File: config.mk
export PLATFORM = sky130hd
export DESIGN_NAME = grid_map_nearest_frontier
export DESIGN_NICKNAME = d
export VERILOG_FILES = /design/src/gmnf_pkg.sv /design/src/grid_map_nearest_frontier.sv
export SDC_FILE = /design/constraint.sdc
export NUM_CORES = 1
export LEC_CHECK = 0
export ABC_AREA = 1
export BUFFER_PORTS_ARGS = -buffer_cell sky130_fd_sc_hd__buf_4
export CORE_ASPECT_RATIO = 0.75
export CORE_MARGIN = 1
export CORE_UTILIZATION = 39
export DETAILED_ROUTE_END_ITERATION = 8
export PLACE_DENSITY = 0.51
export SLEW_MARGIN = 0
export SYNTH_ARGS = -nofsm -noshare
export SYNTH_HDL_FRONTEND = slang
export SYNTH_SLANG_ARGS = --single-unit
export TNS_END_PERCENT = 1
File: constraint.sdc
create_clock -name clock -period 8.4 [get_ports clock]
set_input_delay 0.42 -clock clock [delete_from_list [all_inputs] [get_ports clock]]
set_output_delay 0.42 -clock clock [all_outputs]
set_load 0.01 [all_outputs]
File: src/gmnf_pkg.sv
// Shared constants and types for the grid frontier search block.
`timescale 1ns / 1ps

package gmnf_pkg;

   // Grid size
   localparam int GRID_W = 16;
   localparam int GRID_H = 16;
   localparam int NCELLS = GRID_W * GRID_H;

   // Scan counter widths
   localparam int XW = (GRID_W > 2) ? $clog2(GRID_W) : 1;
   localparam int YW = (GRID_H > 2) ? $clog2(GRID_H) : 1;

   // Width of the input coordinate fields
   localparam int POS_W = 4;

   // Common coordinate width for compares, with one spare bit for +1
   localparam int MAXW = (XW > YW) ? XW : YW;
   localparam int CW   = ((MAXW > POS_W) ? MAXW : POS_W) + 1;

   // Manhattan distance width
   localparam int DW = CW + 1;

   // Stream word widths
   localparam int REQ_DATA_W = 16;
   localparam int RSP_DATA_W = 8;

   // Headings and wall directions
   localparam logic [1:0] DIR_N = 2'd0;
   localparam logic [1:0] DIR_E = 2'd1;
   localparam logic [1:0] DIR_S = 2'd2;
   localparam logic [1:0] DIR_W = 2'd3;

   // Turn offsets relative to the heading
   localparam logic [1:0] TURN_LEFT  = 2'd3;
   localparam logic [1:0] TURN_RIGHT = 2'd1;

   typedef enum logic [1:0] {
      ST_IDLE,
      ST_SCAN,
      ST_DONE
   } state_type;

endpackage

File: src/grid_map_nearest_frontier.sv
// Top level: map update and nearest frontier search over the grid.
//
//   channel | dir | words                 | handshake
//   --------+-----+-----------------------+--------------------------------
//   req_    | in  | one visit per word    | tvalid/tready, taken when both
//   rsp_    | out | one target per visit  | tvalid/tready, registered word
//
// A visit is taken only in idle. The map flags then rotate once through a
// single tap, one cell per cycle, past the shared distance and compare
// unit at the tap. The result word is then loaded into the output
// register, and the block returns to idle to take the next visit.
// Reset clears the reached and explored flags at once; no clearing pass.
// A result that is still waiting holds the next visit in its final state.
`timescale 1ns / 1ps

module grid_map_nearest_frontier (
   input  logic                               clock,
   input  logic                               reset,
   input  logic                               req_tvalid,
   output logic                               req_tready,
   // [3:0] pos_x, [7:4] pos_y, [9:8] facing, [10] wall_left,
   // [11] wall_front, [12] wall_right, [15:13] zero
   input  logic [gmnf_pkg::REQ_DATA_W-1:0]    req_tdata,
   output logic                               rsp_tvalid,
   input  logic                               rsp_tready,
   // [3:0] goal_x, [7:4] goal_y
   output logic [gmnf_pkg::RSP_DATA_W-1:0]    rsp_tdata,
   // [0] found
   output logic                               rsp_tuser
);

   import gmnf_pkg::*;

   // Input word fields
   logic [POS_W-1:0] pos_x;
   logic [POS_W-1:0] pos_y;
   logic [1:0]       facing;
   logic             wall_left;
   logic             wall_front;
   logic             wall_right;

   assign pos_x      = req_tdata[3:0];
   assign pos_y      = req_tdata[7:4];
   assign facing     = req_tdata[9:8];
   assign wall_left  = req_tdata[10];
   assign wall_front = req_tdata[11];
   assign wall_right = req_tdata[12];

   // Control and sequencer state
   state_type state_ff, state_in;
   logic [XW-1:0] cx_ff, cx_in;
   logic [YW-1:0] cy_ff, cy_in;

   // Map flags, rotated through bit 0 during the scan
   logic [NCELLS-1:0] rch_ff, rch_in;
   logic [NCELLS-1:0] vis_ff, vis_in;

   // Visit latched at accept
   logic [CW-1:0] vx_ff, vx_in;
   logic [CW-1:0] vy_ff, vy_in;
   logic [3:0]    open_ff, open_in;
   logic          vok_ff, vok_in;

   // Robot position
   logic [CW-1:0] here_x_ff, here_x_in;
   logic [CW-1:0] here_y_ff, here_y_in;

   // Search results
   logic [DW-1:0] best_ff, best_in;
   logic [CW-1:0] bx_ff, bx_in;
   logic [CW-1:0] by_ff, by_in;
   logic          hit_ff, hit_in;
   logic [POS_W-1:0] goal_x_ff, goal_x_in;
   logic [POS_W-1:0] goal_y_ff, goal_y_in;

   // Output word register
   logic                  rsp_valid_ff, rsp_valid_in;
   logic [RSP_DATA_W-1:0] rsp_data_ff, rsp_data_in;
   logic                  rsp_found_ff, rsp_found_in;

   // Handshake and strobes
   logic req_take;
   logic rsp_free;
   logic scan_last;

   // Visit decode
   logic [CW-1:0] px_ext;
   logic [CW-1:0] py_ext;
   logic          in_grid;

   // Scan tap
   logic [CW-1:0] cxe;
   logic [CW-1:0] cye;
   logic          self_hit;
   logic          reach_hit;
   logic          rch_new;
   logic          vis_new;
   logic [CW-1:0] dx;
   logic [CW-1:0] dy;
   logic [DW-1:0] mdist;
   logic          better;

   assign req_take  = req_tvalid && req_tready;
   assign rsp_free  = !rsp_valid_ff || rsp_tready;
   assign scan_last = (cx_ff == XW'(GRID_W - 1)) && (cy_ff == YW'(GRID_H - 1));

   // Decode the visit
   assign px_ext  = CW'(pos_x);
   assign py_ext  = CW'(pos_y);
   assign in_grid = (px_ext < CW'(GRID_W)) && (py_ext < CW'(GRID_H));

   // Cell under the tap and its flag update
   assign cxe       = CW'(cx_ff);
   assign cye       = CW'(cy_ff);
   assign self_hit  = vok_ff && (cxe == vx_ff) && (cye == vy_ff);
   assign reach_hit = vok_ff && (
         self_hit
      || (open_ff[DIR_N] && (vy_ff != '0) && (cxe == vx_ff) && (cye == vy_ff - 1'b1))
      || (open_ff[DIR_E] && (vx_ff < CW'(GRID_W - 1)) && (cye == vy_ff)
          && (cxe == vx_ff + 1'b1))
      || (open_ff[DIR_S] && (vy_ff < CW'(GRID_H - 1)) && (cxe == vx_ff)
          && (cye == vy_ff + 1'b1))
      || (open_ff[DIR_W] && (vx_ff != '0) && (cye == vy_ff) && (cxe == vx_ff - 1'b1)));
   assign rch_new = rch_ff[0] || reach_hit;
   assign vis_new = vis_ff[0] || self_hit;

   // Shared distance and compare unit
   assign dx     = (here_x_ff > cxe) ? (here_x_ff - cxe) : (cxe - here_x_ff);
   assign dy     = (here_y_ff > cye) ? (here_y_ff - cye) : (cye - here_y_ff);
   assign mdist  = DW'(dx) + DW'(dy);
   assign better = rch_new && !vis_new && (mdist != '0) && (mdist < best_ff);

   // Next state
   always_comb begin
      state_in = state_ff;
      case (state_ff)
         ST_IDLE: begin
            if (req_take) begin
               state_in = ST_SCAN;
            end
         end
         ST_SCAN: begin
            if (scan_last) begin
               state_in = ST_DONE;
            end
         end
         ST_DONE: begin
            if (rsp_free) begin
               state_in = ST_IDLE;
            end
         end
         default: begin
            state_in = ST_IDLE;
         end
      endcase
   end

   // Datapath and outputs
   always_comb begin
      cx_in        = cx_ff;
      cy_in        = cy_ff;
      rch_in       = rch_ff;
      vis_in       = vis_ff;
      vx_in        = vx_ff;
      vy_in        = vy_ff;
      open_in      = open_ff;
      vok_in       = vok_ff;
      here_x_in    = here_x_ff;
      here_y_in    = here_y_ff;
      best_in      = best_ff;
      bx_in        = bx_ff;
      by_in        = by_ff;
      hit_in       = hit_ff;
      goal_x_in    = goal_x_ff;
      goal_y_in    = goal_y_ff;
      rsp_valid_in = rsp_valid_ff && !rsp_tready;
      rsp_data_in  = rsp_data_ff;
      rsp_found_in = rsp_found_ff;
      req_tready   = 1'b0;
      case (state_ff)
         ST_IDLE: begin
            req_tready = 1'b1;
            // Latch the visit and open the sides with no sensed wall
            if (req_take) begin
               vx_in   = px_ext;
               vy_in   = py_ext;
               vok_in  = in_grid;
               open_in = '0;
               if (!wall_left) begin
                  open_in[facing + TURN_LEFT] = 1'b1;
               end
               if (!wall_front) begin
                  open_in[facing] = 1'b1;
               end
               if (!wall_right) begin
                  open_in[facing + TURN_RIGHT] = 1'b1;
               end
               if (in_grid) begin
                  here_x_in = px_ext;
                  here_y_in = py_ext;
               end
               cx_in   = '0;
               cy_in   = '0;
               best_in = '1;
               hit_in  = 1'b0;
            end
         end
         ST_SCAN: begin
            // Rotate the flags one cell and fold the updated cell back in
            rch_in = {rch_new, rch_ff[NCELLS-1:1]};
            vis_in = {vis_new, vis_ff[NCELLS-1:1]};
            if (better) begin
               best_in = mdist;
               bx_in   = cxe;
               by_in   = cye;
               hit_in  = 1'b1;
            end
            // Advance columns inner, rows outer
            if (cx_ff == XW'(GRID_W - 1)) begin
               cx_in = '0;
               cy_in = cy_ff + 1'b1;
            end else begin
               cx_in = cx_ff + 1'b1;
            end
         end
         ST_DONE: begin
            // Load the result word once the output register is free
            if (rsp_free) begin
               if (hit_ff) begin
                  goal_x_in = bx_ff[POS_W-1:0];
                  goal_y_in = by_ff[POS_W-1:0];
               end
               rsp_valid_in = 1'b1;
               rsp_found_in = hit_ff;
               rsp_data_in  = hit_ff ? {by_ff[POS_W-1:0], bx_ff[POS_W-1:0]}
                                     : {goal_y_ff, goal_x_ff};
            end
         end
         default: begin
            req_tready = 1'b0;
         end
      endcase
   end

   // Control registers
   always_ff @(posedge clock) begin
      if (reset) begin
         state_ff     <= ST_IDLE;
         rch_ff       <= '0;
         vis_ff       <= '0;
         here_x_ff    <= '0;
         here_y_ff    <= '0;
         goal_x_ff    <= '0;
         goal_y_ff    <= '0;
         rsp_valid_ff <= 1'b0;
         vok_ff       <= 1'b0;
         hit_ff       <= 1'b0;
         best_ff      <= '1;
      end else begin
         state_ff     <= state_in;
         rch_ff       <= rch_in;
         vis_ff       <= vis_in;
         here_x_ff    <= here_x_in;
         here_y_ff    <= here_y_in;
         goal_x_ff    <= goal_x_in;
         goal_y_ff    <= goal_y_in;
         rsp_valid_ff <= rsp_valid_in;
         vok_ff       <= vok_in;
         hit_ff       <= hit_in;
         best_ff      <= best_in;
      end
   end

   // Payload registers
   always_ff @(posedge clock) begin
      cx_ff        <= cx_in;
      cy_ff        <= cy_in;
      vx_ff        <= vx_in;
      vy_ff        <= vy_in;
      open_ff      <= open_in;
      bx_ff        <= bx_in;
      by_ff        <= by_in;
      rsp_data_ff  <= rsp_data_in;
      rsp_found_ff <= rsp_found_in;
   end

   assign rsp_tvalid = rsp_valid_ff;
   assign rsp_tdata  = rsp_data_ff;
   assign rsp_tuser  = rsp_found_ff;

   // A taken visit always starts a scan
   a_take_scan: assert property (@(posedge clock) disable iff (reset)
      req_take |=> (state_ff == ST_SCAN))
      else $error("visit taken without starting a scan");

   // A found target is never the robot's own cell
   a_goal_not_here: assert property (@(posedge clock) disable iff (reset)
      (state_ff == ST_DONE) && hit_ff |-> ((bx_ff != here_x_ff) || (by_ff != here_y_ff)))
      else $error("target equals robot position");

   // The hit flag tracks whether the best distance was ever lowered
   a_hit_best: assert property (@(posedge clock) disable iff (reset)
      (state_ff == ST_DONE) |-> (hit_ff == (best_ff != '1)))
      else $error("hit flag and best distance disagree");

   // The best distance never becomes zero
   a_best_nonzero: assert property (@(posedge clock) disable iff (reset)
      best_ff != '0)
      else $error("zero distance recorded as best");

endmodule

# Word-level counts from Yosys, hierarchy flattened
# Index checks and enable logic that the tools add are counted.
# W data, S select, Z words.
dict set report totals {
  input_bits 20
  out_inout_bits 11
  register_bits 576
}
dict set report classes {
  add_sub_neg 13
  bitwise_logic 2
  mux 34
  magnitude_cmp 13
  eq_ne 15
  reduce_logical 49
}
# cell count
set ops {}
lappend ops {{$mux W4} 10}
lappend ops {{$logic_and A1 B1 Y1} 25}
lappend ops {{$eq A4 B5 Y1} 4}
lappend ops {{$sub A4 B4 Y5} 4}
lappend ops {{$pmux W4 S2} 2}
lappend ops {{$reduce_and A3 Y1} 5}
lappend ops {{$mux W6} 2}
lappend ops {{$pmux W6 S2} 1}
lappend ops {{$add A4 B1 Y5 const B} 2}
lappend ops {{$lt A4 B5 Y1 const B} 2}
lappend ops {{$mux W5} 2}
lappend ops {{$ne A2 B2 Y1 const B} 5}
lappend ops {{$reduce_bool A5 Y1} 2}
lappend ops {{$sub A4 B1 Y5 const B} 2}
lappend ops {{$lt A2 B3 Y1 const B} 3}
lappend ops {{$add A4 B1 Y4 const B} 2}
lappend ops {{$eq A4 B4 Y1} 2}
lappend ops {{$eq A4 B4 Y1 const B} 2}
lappend ops {{$gt A4 B4 Y1} 2}
lappend ops {{$lt A4 B4 Y1 const B} 2}
lappend ops {{$mux W1} 8}
lappend ops {{$mux W8} 1}
lappend ops {{$or A4 B4 Y4} 2}
lappend ops {{$reduce_and A2 Y1} 4}
lappend ops {{other kinds (16)} 30}

# Logic depth before layout (Yosys ltp)
# Gate-level depths: netlist of the first run.
dict set report depth {
  depth_word 15
  depth_mapped 27
  mapped_depth_nobuf 27
}

# Worst setup path before layout of the first run
# Ideal clock, no wire load.
dict set report synth_timing {
  path_type {register to register}
  from {register cx_ff[1]}
  to {register bx_ff[0], enable pin}
  required_ns 8.076
  path_slack_ns 4.489
  path_stages_with_launch 24
  t_arrival_ns 3.586
  path_cell_list {edfxtp_1 > inv_1 > ha_1 > nand2_1 > o21ai_1 > inv_1 > o21ai_1 > nand2_1 > mux2i_1 > xor2_1 > inv_1 > ha_1 > a21oi_2 > nand2_2 > nand2_1 > nand2_1 > a21oi_2 > inv_1 > ha_1 > a21oi_1 > nand3_2 > nor2_2 > nand2_4 > inv_1}
}
dict set report synth_between {
  elab_chain_cells 13
  elab_cells_between_ends 30
}
# item line
set synth_lines {}
lappend synth_lines {{from (decl)} grid_map_nearest_frontier.sv:51} ;# logic [XW-1:0] cx_ff, cx_in;
lappend synth_lines {{from (signal assigned)} grid_map_nearest_frontier.sv:276} ;# cx_ff <= cx_in;
lappend synth_lines {{parallel branches: the longest is 11 deep, another holds $add A5 B5 Y6} n/a}
lappend synth_lines {{$logic_and A1 B1 Y1 (*)} grid_map_nearest_frontier.sv:131} ;# assign better = rch_new && !vis_new && (mdist != '0) && (mdist < best_ff);
lappend synth_lines {{$reduce_and A2 Y1 (no source line) (*)} n/a}
lappend synth_lines {{to (signal assigned)} grid_map_nearest_frontier.sv:281} ;# bx_ff <= bx_in;
lappend synth_lines {{to (decl)} grid_map_nearest_frontier.sv:70} ;# logic [CW-1:0] bx_ff, bx_in;
# Every way passes the cells marked *.
# A chain may end at the register's enable or synchronous reset.

# Worst setup path in the final report of the first run
dict set report layout_timing {
  from {register cy_ff[2]}
  to {register bx_ff[2], enable pin}
}
dict set report layout_between {
  elab_chain_cells 12
  elab_cells_between_ends 29
}
# item line
set layout_lines {}
lappend layout_lines {{from (decl)} grid_map_nearest_frontier.sv:52} ;# logic [YW-1:0] cy_ff, cy_in;
lappend layout_lines {{from (signal assigned)} grid_map_nearest_frontier.sv:277} ;# cy_ff <= cy_in;
lappend layout_lines {{parallel branches: the longest is 10 deep, another holds $add A5 B5 Y6} n/a}
lappend layout_lines {{$logic_and A1 B1 Y1 (*)} grid_map_nearest_frontier.sv:131}
lappend layout_lines {{$reduce_and A2 Y1 (no source line) (*)} n/a}
# Marks and branches as above.

==> results of run 1 <==
[state kept, by name, summed over array words and instances, names as in the netlist]
signal	cells
best_ff	6
bx_ff	4
by_ff	4
cx_ff	4
cy_ff	4
goal_x_ff	4
goal_y_ff	4
here_x_ff	4
here_y_ff	4
hit_ff	1
open_ff	4
rch_ff	256
rsp_tdata	8
rsp_tuser	1
rsp_tvalid	1
state_ff	2
vis_ff	256
vok_ff	1
vx_ff	4
vy_ff	4
[path summary, 6_finish.rpt]
kind	slack, ns	cells after the start	startpoint	to
setup / recovery	3.90	23	cy_ff[2]	bx_ff[2]
hold / removal	0.07	2	reset	state_ff[1]
setup reg to reg	3.90	23	cy_ff[2]	bx_ff[2]
hold reg to reg	0.45	2	goal_x_ff[1]	goal_x_ff[1]
[worst max-delay path, cell delays in order (launching register included)]
cell and delay, ns:
edfxtp_1 0.52, inv_2 0.10, ha_1 0.41, nand2_1 0.11, o21ai_1 0.14, inv_1 0.07, o21ai_1 0.12, nand2_1 0.16
mux2i_1 0.21, xor2_1 0.17, inv_1 0.06, ha_1 0.34, a21oi_2 0.17, nand2_2 0.09, nand2_1 0.06, nand2_1 0.06
a21oi_2 0.17, inv_1 0.06, ha_1 0.29, a21oi_1 0.20, nand3_2 0.10, nor2_2 0.16, nand2_4 0.12, inv_1 0.27
[layout make-up]
cell class                 count  area (µm²)
fill                        5356       29800
inverter                     102         398
sequential                   576       11900
clock buffer                  81        1640
multi-input combinational   1852        8330
clock inverter                18         210
tap                          712         891
timing repair buffer          43         368
[cells in the final DEF (no fill, tap or decap), drive strengths merged, types with 8 or more instances in the layout]
cell type / netlist / layout
nand3: 51 / 51
clkbuf: 115 / 81
dlygate4sd3: 0 / 8
dfxtp: 539 / 539
clkinv: 1 / 13
ha: 31 / 31
edfxtp: 37 / 37
o21ai: 548 / 548
nand2: 110 / 110
a21oi: 34 / 34
inv: 101 / 103
nor2: 1042 / 1042
buf: 64 / 35
[through the flow]
| step | utilization [%] | std cells | cell area (µm²) |
|---|---|---|---|
| floorplan | - | 2709 | 21400 |
| global placement | 40.8 | 3277 | 21800 |
| detailed placement | 40.8 | 3277 | 21800 |
| CTS | 44.4 | 3384 | 23700 |
| global route | 44.4 | 3384 | 23700 |
| finish | 44.4 | 3384 | 23700 |
[power breakdown]
group	internal [µW]	leakage, µW	switching (µW)	total [µW]
clock	1470	0.000919	1030	2500
combinational	540	0.00472	934	1470
sequential	3170	0.00480	200	3370
total	5180	0.0104	2170	7340
[metal layers]
metal  share of wire (%)  routed length [µm]  up-vias  global-route usage, %
met4                 2.0                 790        0                   4.51
met1                  52               20300     7444                   19.1
met2                  42               16500      141                   21.9
met3                 3.2                1250       57                   2.63
li1                    -                   -     8520                      -
met5                   0                   0        -                      0
[timing repair]
action,4_1_cts,5_1_grt
setup endpoints to repair,0,0
buffers inserted,0,0
gates resized for setup,0,0
hold buffers,8,0
hold endpoints to repair,8,0
[cell families (layout without fill, tap and decap cells)]
family	after synthesis	after routing	synth area share, %
AOI/OAI and AO/OA	593	593	14.2
xor gates and xnor gates	9	9	0.369
adders and majority gates	36	36	2.28
buffers and inverters	281	244	5.33
DFF	576	576	55.7
muxes	6	6	0.293
and+or+nand+nor	1208	1208	21.9
==> flow_summary.yaml, run 1 <==
yosys:
  synthTopCellsByCount: "1,038 x nor2_1, 539 x dfxtp_1, 538 x o21ai_0, 115 x clkbuf_1, 104 x nand2_1"
  synth.top_cell.area_share_pct: 50.5
  synth_edf_count: 37
  synth-seq-area-share_pct: 55.7
  synth_cell_types: 36
  syn_area_um2: 21400
  synth_area_leaders: "dfxtp_1 50%, nor2_1 18%, o21ai_0 13%, edfxtp_1 5.2%, clkbuf_1 2.0%"
  synth_nets: 2765
  yosys_warnings: 0
  synthArstFlopShare_pct: 0
  netlist_instances: 2709
  synth_top_area_cell: "dfxtp_1"
  yosys.cell_count.top_type: "nor2_1"
  ys_ff_latch: 576
  synth_ff_type: "dfxtp_1"
  syn_avg_cell_area_um2: 7.89
die:
  die_w_um: 272
  io_pins: 31
  die_h_um: 205
  die-area_um2: 55700
  core-area_um2: 53500
  row_count: 73
  start_util_pct: 39.9
routing:
  routed_wl_um: 38800
  drtAntennaViolNets: 0
  drc: 0
  drtIter0Drc: 1211
  via_per_inst: 4.78
  dr_total_vias: 16200
  firstDrtPassIters: 5
  wl_per_cell_um: 11.5
pwr:
  power.density_nw_per_um2: 309
  ir_worst_vdd_mv: 0.147
  leakagePower_uw: 0.0104
  totalPowerFinal_uw: 7340
sta:
  slew_headroom_pct: 22.8
  period_minus_slack_ns: 4.50
  drv_slew: 0
  finClkSkew_ns: 0.0311
  hold_violations: 0
  fin_tns_setup_ns: 0
  final.period_utilization_pct: 53.6
  clock.fmax_mhz: 222
  finalSetupViolations: 0
  worst_pin_slew_ns: 1.15
  rsz0062_at_grt: "false"
  worst_slack_ns: 3.90
  holdWs_ns: 0.0694
clock_tree:
  root_buffer: "clkbuf_16"
  path_clk_slew_ns: 0.06
  numCtsBuffers: 55
  cts_tree: "done"
  cts_sinks: 576
  clock_latency_ns: 0.61
  cts_buffer_depth: 3
  cts.htree.levels: 2
worst_setup_path:
  critPathMaxFanout: 9
  crit_type: "reg -> reg"
  crit_required_ns: 8.67
  crit_arrival_ns: 4.77
  critPathLaunchType: "register"
  critPathCaptureType: "register"
finish:
  drive_above_1_share_pct: 5.91
  layout-area-overhead-vs-synth_pct: 11.1
  final_net_count: 2686
  diodes: 0
outcome:
  status: "completed"
placed_design:
  io_buffers: 27
  gp_congestion: 0.778
  dpl_worst_slack_ns: 3.89
  dp.final_hpwl_um: 19600
global_routing:
  grt_max_degree: 256
  antenna_found_initial: 0
  gr-usage-all-layers_pct: 13.9
  grt_overflow: 0
  grt_pass1_wl_um: 67500
  grt_pass1_vias: 14700
hold_path:
  hp-class: "in -> reg"
job:
  drv_cap: 0
(Power assumes the default switching activity.)
==> run 2: changes to the inputs <==
--- a/config.mk
+++ b/config.mk
@@ -11,7 +11,7 @@
 export CORE_MARGIN = 1
 export CORE_UTILIZATION = 39
 export DETAILED_ROUTE_END_ITERATION = 8
-export PLACE_DENSITY = 0.51
+export PLACE_DENSITY = 0.53
 export SLEW_MARGIN = 0
 export SYNTH_ARGS = -nofsm -noshare
 export SYNTH_HDL_FRONTEND = slang
==> constraint.sdc (replaced) <==
create_clock -name clock -period 4.05 [get_ports clock]
set_input_delay 0.2025 -clock clock [delete_from_list [all_inputs] [get_ports clock]]
set_output_delay 0.2025 -clock clock [all_outputs]
set_load 0.01 [all_outputs]
==> run 2 against run 1 <==
Against the previous run:
- die area unchanged
- highest routed layer unchanged
- worst hold slack got worse by 0.0070 ns
- global-route usage rose by 0.51 points
==> flow_summary.yaml, run 2 (synthesis gave the netlist of run 1 again) <==
routing:
  wl_per_cell_um: 11.7
  drc: 0
  drtIter0Drc: 1278
  routed_wl_um: 39800
  firstDrtPassIters: 5
  drtAntennaViolNets: 0
  via_per_inst: 4.75
  dr_total_vias: 16200
worst_setup_path:
  critPathMaxStageDelay_ns: 0.41
  r2r_start: "cx_ff[2]"
  critPathLaunchType: "register"
  setup.reg_to_reg.worst_slack_ns: 0.28
  crit_required_ns: 4.47
  crit_start: "cx_ff[2]"
  path_buf_inv: 6
  path_delay_family: "simple AND/OR/NAND/NOR gates"
  worstReg2RegEnd: "best_ff[2]"
  critPathCaptureType: "register"
  crit_path_frequent_cell: "nand2_1"
  rr_worst_depth: 28
  crit_type: "reg -> reg"
  crit_arrival_ns: 4.19
  critPathMaxFanout: 8
  critPathSlowestCell: "edfxtp_1"
sta:
  finalSetupViolations: 0
  hold_violations: 0
  clock.fmax_mhz: 265
  final.period_utilization_pct: 93.1
  fin_tns_setup_ns: 0
  worst_pin_slew_ns: 1.28
  period_minus_slack_ns: 3.77
  drv_slew: 0
  slew_headroom_pct: 15.0
  finClkSkew_ns: 0.0205
die:
  io_pins: 31
  die_w_um: 272
  row_count: 73
  die-area_um2: 55700
  core-area_um2: 53500
  die_h_um: 205
  start_util_pct: 39.9
pwr:
  totalPowerFinal_uw: 15700
  power.density_nw_per_um2: 648
  leakagePower_uw: 0.0106
  ir_worst_vdd_mv: 0.336
global_routing:
  global_route.usage.met2_pct: 23.3
  grt_overflow: 0
  busiest_layer: "met2"
  use_met3_pct: 2.57
  grt_pass1_vias: 15200
  gr-usage-all-layers_pct: 14.4
  grt_max_degree: 268
  grt_util_met1_pct: 19.3
  antenna_found_initial: 0
  grt_pass1_wl_um: 69700
outcome:
  status: "completed"
finish:
  regArea_um2: 11900
  mostFrequentLayoutCell: "nor2_1"
  final_cell_mix: "1,038 x nor2_1, 539 x dfxtp_1, 538 x o21ai_0"
  layout-area-overhead-vs-synth_pct: 13.1
  multi_input_comb_area_um2: 8420
  final_net_count: 2714
  diodes: 0
  drive_above_1_share_pct: 7.36
  fillers: 5252
hold_path:
  hp-class: "in -> reg"
  hold_end: "open_ff[1]"
  hold_start: "req_tdata[12]"
  min_path_cells: 2
clock_tree:
  cts.htree.levels: 2
  path_clk_slew_ns: 0.06
  numCtsBuffers: 56
  cts_tree: "done"
  cts_buffer_depth: 3
  cts_sinks: 576
  clock_latency_ns: 0.60
  root_buffer: "clkbuf_16"
placed_design:
  dp.final_hpwl_um: 19900
  gp_congestion: 0.788
  io_buffers: 27
job:
  drv_cap: 0
-- run 2: changes by cell type in the layout (fill, tap and decap cells not counted), moves of 3 or more --
cell,previous run,this run
ha_1,31,27
a21oi_2,2,5
buf_12,2,7
clkbuf_1,12,8
clkinv_2,10,13
a21oi_1,32,29
buf_4,33,46
ha_4,0,4
dlygate4sd3_1,8,16
-- run 2: cell type report --
class | count | area share [%]
flip-flops and latches | 576 | 49.2
repair buffers | 70 | 2.72
clock inverters | 24 | 1.03
multi-input cells | 1852 | 34.8
well taps | 712 | 3.68
clock buffers | 79 | 6.87
inverters | 102 | 1.65
-- run 2: worst max-delay path by stage --
| stage | to | slack (ns) | cells past startpoint |
|---|---|---|---|
| 2_1_floorplan | bx_ff[0] | 0.14 | 23 |
| 3_3_place_gp | by_ff[2] | 0.15 | 24 |
| 3_5_place_dp | by_ff[2] | 0.06 | 24 |
| 4_1_cts | by_ff[3] | 0.04 | 24 |
| 5_1_grt | best_ff[0] | -0.03 | 28 |
| 6_report | best_ff[2] | 0.28 | 28 |
-- run 2: what timing repair did --
action	4_1_cts	5_1_grt
resized for setup	0	17
endpoints found under the setup margin	0	15
buffers inserted	0	4
hold endpoints to repair	23	0
hold buffers	16	0
-- run 2: power by group --
part | switching, µW | internal [µW] | total, µW | leakage [µW]
Clock | 2180 | 3110 | 5290 | 0.000950
Combinational | 2090 | 1330 | 3410 | 0.00487
Sequential | 383 | 6570 | 6960 | 0.00480
Total | 4650 | 11000 | 15700 | 0.0106
-- run 2: stage by stage --
stage / area (µm²) / utilization [%] / hold WS (ns) / std cells / worst slack (ns)
4_1_cts: 24100 / 44.9 / 0.0213 / 3411 / 0.0373
3_5_place_dp: 22000 / 41.1 / 0.406 / 3292 / 0.0573
3_3_place_gp: 22000 / 41.1 / 0.405 / 3292 / 0.146
5_1_grt: 24200 / 45.2 / 0.0326 / 3415 / -0.0335
6_report: 24200 / 45.2 / 0.0624 / 3415 / 0.278
2_1_floorplan: 21400 / - / 0.272 / 2709 / 0.139
-- run 2: layer usage --
metal  wire [µm]  share of wire [%]
met1       20600                 52
met4         927                2.3
met2       16800                 42
met3        1500                3.8
met5           0                  0
==> run 3: changes to the inputs <==
--- a/config.mk
+++ b/config.mk
@@ -10,8 +10,10 @@
 export CORE_ASPECT_RATIO = 0.75
 export CORE_MARGIN = 1
 export CORE_UTILIZATION = 39
+export CTS_BUF_LIST = sky130_fd_sc_hd__clkbuf_4 sky130_fd_sc_hd__clkbuf_8
 export DETAILED_ROUTE_END_ITERATION = 8
 export PLACE_DENSITY = 0.53
+export RECOVER_POWER = 25
 export SLEW_MARGIN = 0
 export SYNTH_ARGS = -nofsm -noshare
 export SYNTH_HDL_FRONTEND = slang
==> run 3 against run 2 <==
Against the previous run:
- flip-flop and latch count stayed put
- combinational power hardly changed
- utilization increased by 0.075 points
- via count grew 1.5%
- sequential power hardly changed
- critical endpoint is now by_ff[2]
- worst hold slack gained 0.0094 ns
- largest power group unchanged
- wire length rose by 2.2%
- register-to-register slack hardly changed
- count of clock-buffer cells in the layout is 63 higher
- the run now ends with capacitance limit, slew limit left
==> flow_summary.yaml, run 3 (synthesis gave the netlist of run 1 again) <==
worst_setup_path:
  critPathLaunchType: "register"
  critPathCaptureType: "register"
  critPathMaxFanout: 8
  crit_required_ns: 4.44
  crit_path_frequent_cell: "a21oi_2"
  critPathCapture: "by_ff[2]"
  crit_arrival_ns: 4.15
  crit_chain: "inv_2, ha_4, a21oi_2, o21ai_1, inv_1, o21ai_2, nand2_2, mux2i_2, xor2_1, inv_1, ha_4, a21oi_2, nand2_2, nand2_1, nand2_1, a21oi_2, inv_2, ha_4, a21oi_2, nand3_2, nor2_4, nand2_4, inv_1, buf_12"
  crit_start: "cx_ff[2]"
  r2r_start: "cx_ff[2]"
  critPathMaxStageDelay_ns: 0.40
  setup.reg_to_reg.worst_slack_ns: 0.29
  rr_worst_depth: 24
  critPathSlowestCell: "edfxtp_1"
  crit_type: "reg -> reg"
  worstReg2RegEnd: "by_ff[2]"
routing:
  drc: 0
  routed_wl_um: 40700
  dr_wl_met2_um: 17100
  wl_met1_um: 21100
  drtIter0Drc: 1302
  met3_length_um: 1540
  firstDrtPassIters: 5
  top_layer: "met4"
  via_per_inst: 4.73
  wl_per_cell_um: 11.7
  drtAntennaViolNets: 0
  dr_total_vias: 16500
finish:
  fillers: 5347
  diodes: 0
  layoutNonFillerInstCount: 3480
  final_net_count: 2753
  multi_input_comb_area_um2: 8420
  layout-area-overhead-vs-synth_pct: 13.3
  final_cell_mix: "1,039 x nor2_1, 539 x dfxtp_1, 538 x o21ai_0"
  regArea_um2: 11900
  drive_above_1_share_pct: 8.67
  mostFrequentLayoutCell: "nor2_1"
hold_path:
  hp-class: "in -> reg"
  min_path_cells: 3
placed_design:
  gp_congestion: 0.788
  io_buffers: 27
  dp_cells: 3292
  dpl_worst_slack_ns: 0.0573
  dp.final_hpwl_um: 19900
sta:
  period_minus_slack_ns: 3.76
  finClkSkew_ns: 0.0459
  clock.fmax_mhz: 266
  worst_slack_ns: 0.285
  slew_headroom_pct: -63.7
  finalSetupViolations: 0
  drv_slew: 268
  worst_pin_slew_ns: 2.46
  final.period_utilization_pct: 93.0
  hold_violations: 0
global_routing:
  grt_pass1_vias: 15500
  grt_max_degree: 268
  gr-usage-all-layers_pct: 14.7
  antenna_found_initial: 0
  grt_overflow: 0
  grt_pass1_wl_um: 70800
die:
  die-area_um2: 55700
  core-area_um2: 53500
  die_h_um: 205
  die_w_um: 272
  row_count: 73
  io_pins: 31
  start_util_pct: 39.9
job:
  drv_cap: 1
clock_tree:
  root_buffer: "clkbuf_8"
  cts_buffer_depth: 3
  cts_tree: "done"
  numCtsBuffers: 92
  path_clk_slew_ns: 0.06
  cts.htree.levels: 3
  cts_sinks: 576
  clock_latency_ns: 0.69
pwr:
  leakagePower_uw: 0.0106
  power.density_nw_per_um2: 647
  power_frac_clock_pct: 33.9
  p_sw_share_pct: 30.4
  ir_worst_vdd_mv: 0.331
  p_comb_share_pct: 21.6
  seqPwrFrac_pct: 44.4
  p_int_uw: 10900
  switchingPower_uw: 4770
outcome:
  violations: "capacitance limit, slew limit"
  status: "finished with violations"
==> run 3: changes by cell type in the layout (fill, tap and decap cells not counted), sizes merged <==
cell and change:
buf -31, dlygate4sd3 +4, clkinv -1, clkinvlp +2, bufinv -2, clkbuf +93
==> run 3: per-stage QoR <==
stage	setup TNS [ns]	utilization [%]	power [µW]	instance area, µm²	hold slack [ns]
finish	0	45.2	15700	24200	0.0719
global route	-0.0757	45.2	16800	24200	0.0957
CTS	0	45.3	15700	24200	0.000564
detailed placement	0	41.1	10300	22000	0.406
global placement	0	41.1	10200	22000	0.405
floorplan	0	-	9550	21400	0.272
==> run 3: critical path, delay by kind of cell, from the launching register on <==
kind	cells	cell delay, ns
AO/OA/AOI/OAI	6	0.72
flip-flops	1	0.40
XOR/XNOR	1	0.19
multiplexers	1	0.24
buffers and inverters	6	0.58
adder cells (fa/ha/maj)	3	0.68
AND/OR/NAND/NOR	7	0.66
==> run 3: what timing repair did <==
item / in CTS / in global routing
endpoints found under the hold margin: 25 / 0
hold buffers: 20 / 0
buffers inserted: 0 / 3
endpoints found under the setup margin: 0 / 15
resized for setup: 0 / 19
==> run 3: area by class of cell <==
cell class | count | area share (%)
sequential | 576 | 49.1
multi-input combinational | 1852 | 34.8
clock buffer | 142 | 7.58
tap | 712 | 3.68
timing repair buffer | 73 | 2.38
inverter | 102 | 1.64
clock inverter | 23 | 0.827
==> run 3: worst min-delay path by stage <==
stage,from,slack [ns],endpoint
after detailed placement,req_tdata[2],0.41,vx_ff[2]
after global routing,req_tdata[8],0.1,open_ff[3]
final,req_tdata[8],0.07,open_ff[3]
after floorplan,reset,0.27,state_ff[1]
after global placement,req_tdata[2],0.41,vx_ff[2]
after CTS,req_tdata[8],0.0006,open_ff[3]
==> run 3: routing by layer <==
| layer | GRT usage (%) | vias up |
|---|---|---|
| met4 | 5.74 | 0 |
| met2 | 23.3 | 219 |
| met3 | 3.27 | 95 |
| met1 | 19.5 | 7476 |
| met5 | 0 | - |
| li1 | - | 8686 |
==> run 3: power groups by stage <==
stage | registers, µW | clock network, µW | logic (µW)
final | 6960 | 5310 | 3390
after global routing | 7060 | 5780 | 3940
after CTS | 6960 | 5530 | 3230
after detailed placement | 7070 | 0 | 3200
after global placement | 7050 | 0 | 3140
after floorplan | 6990 | 0 | 2570
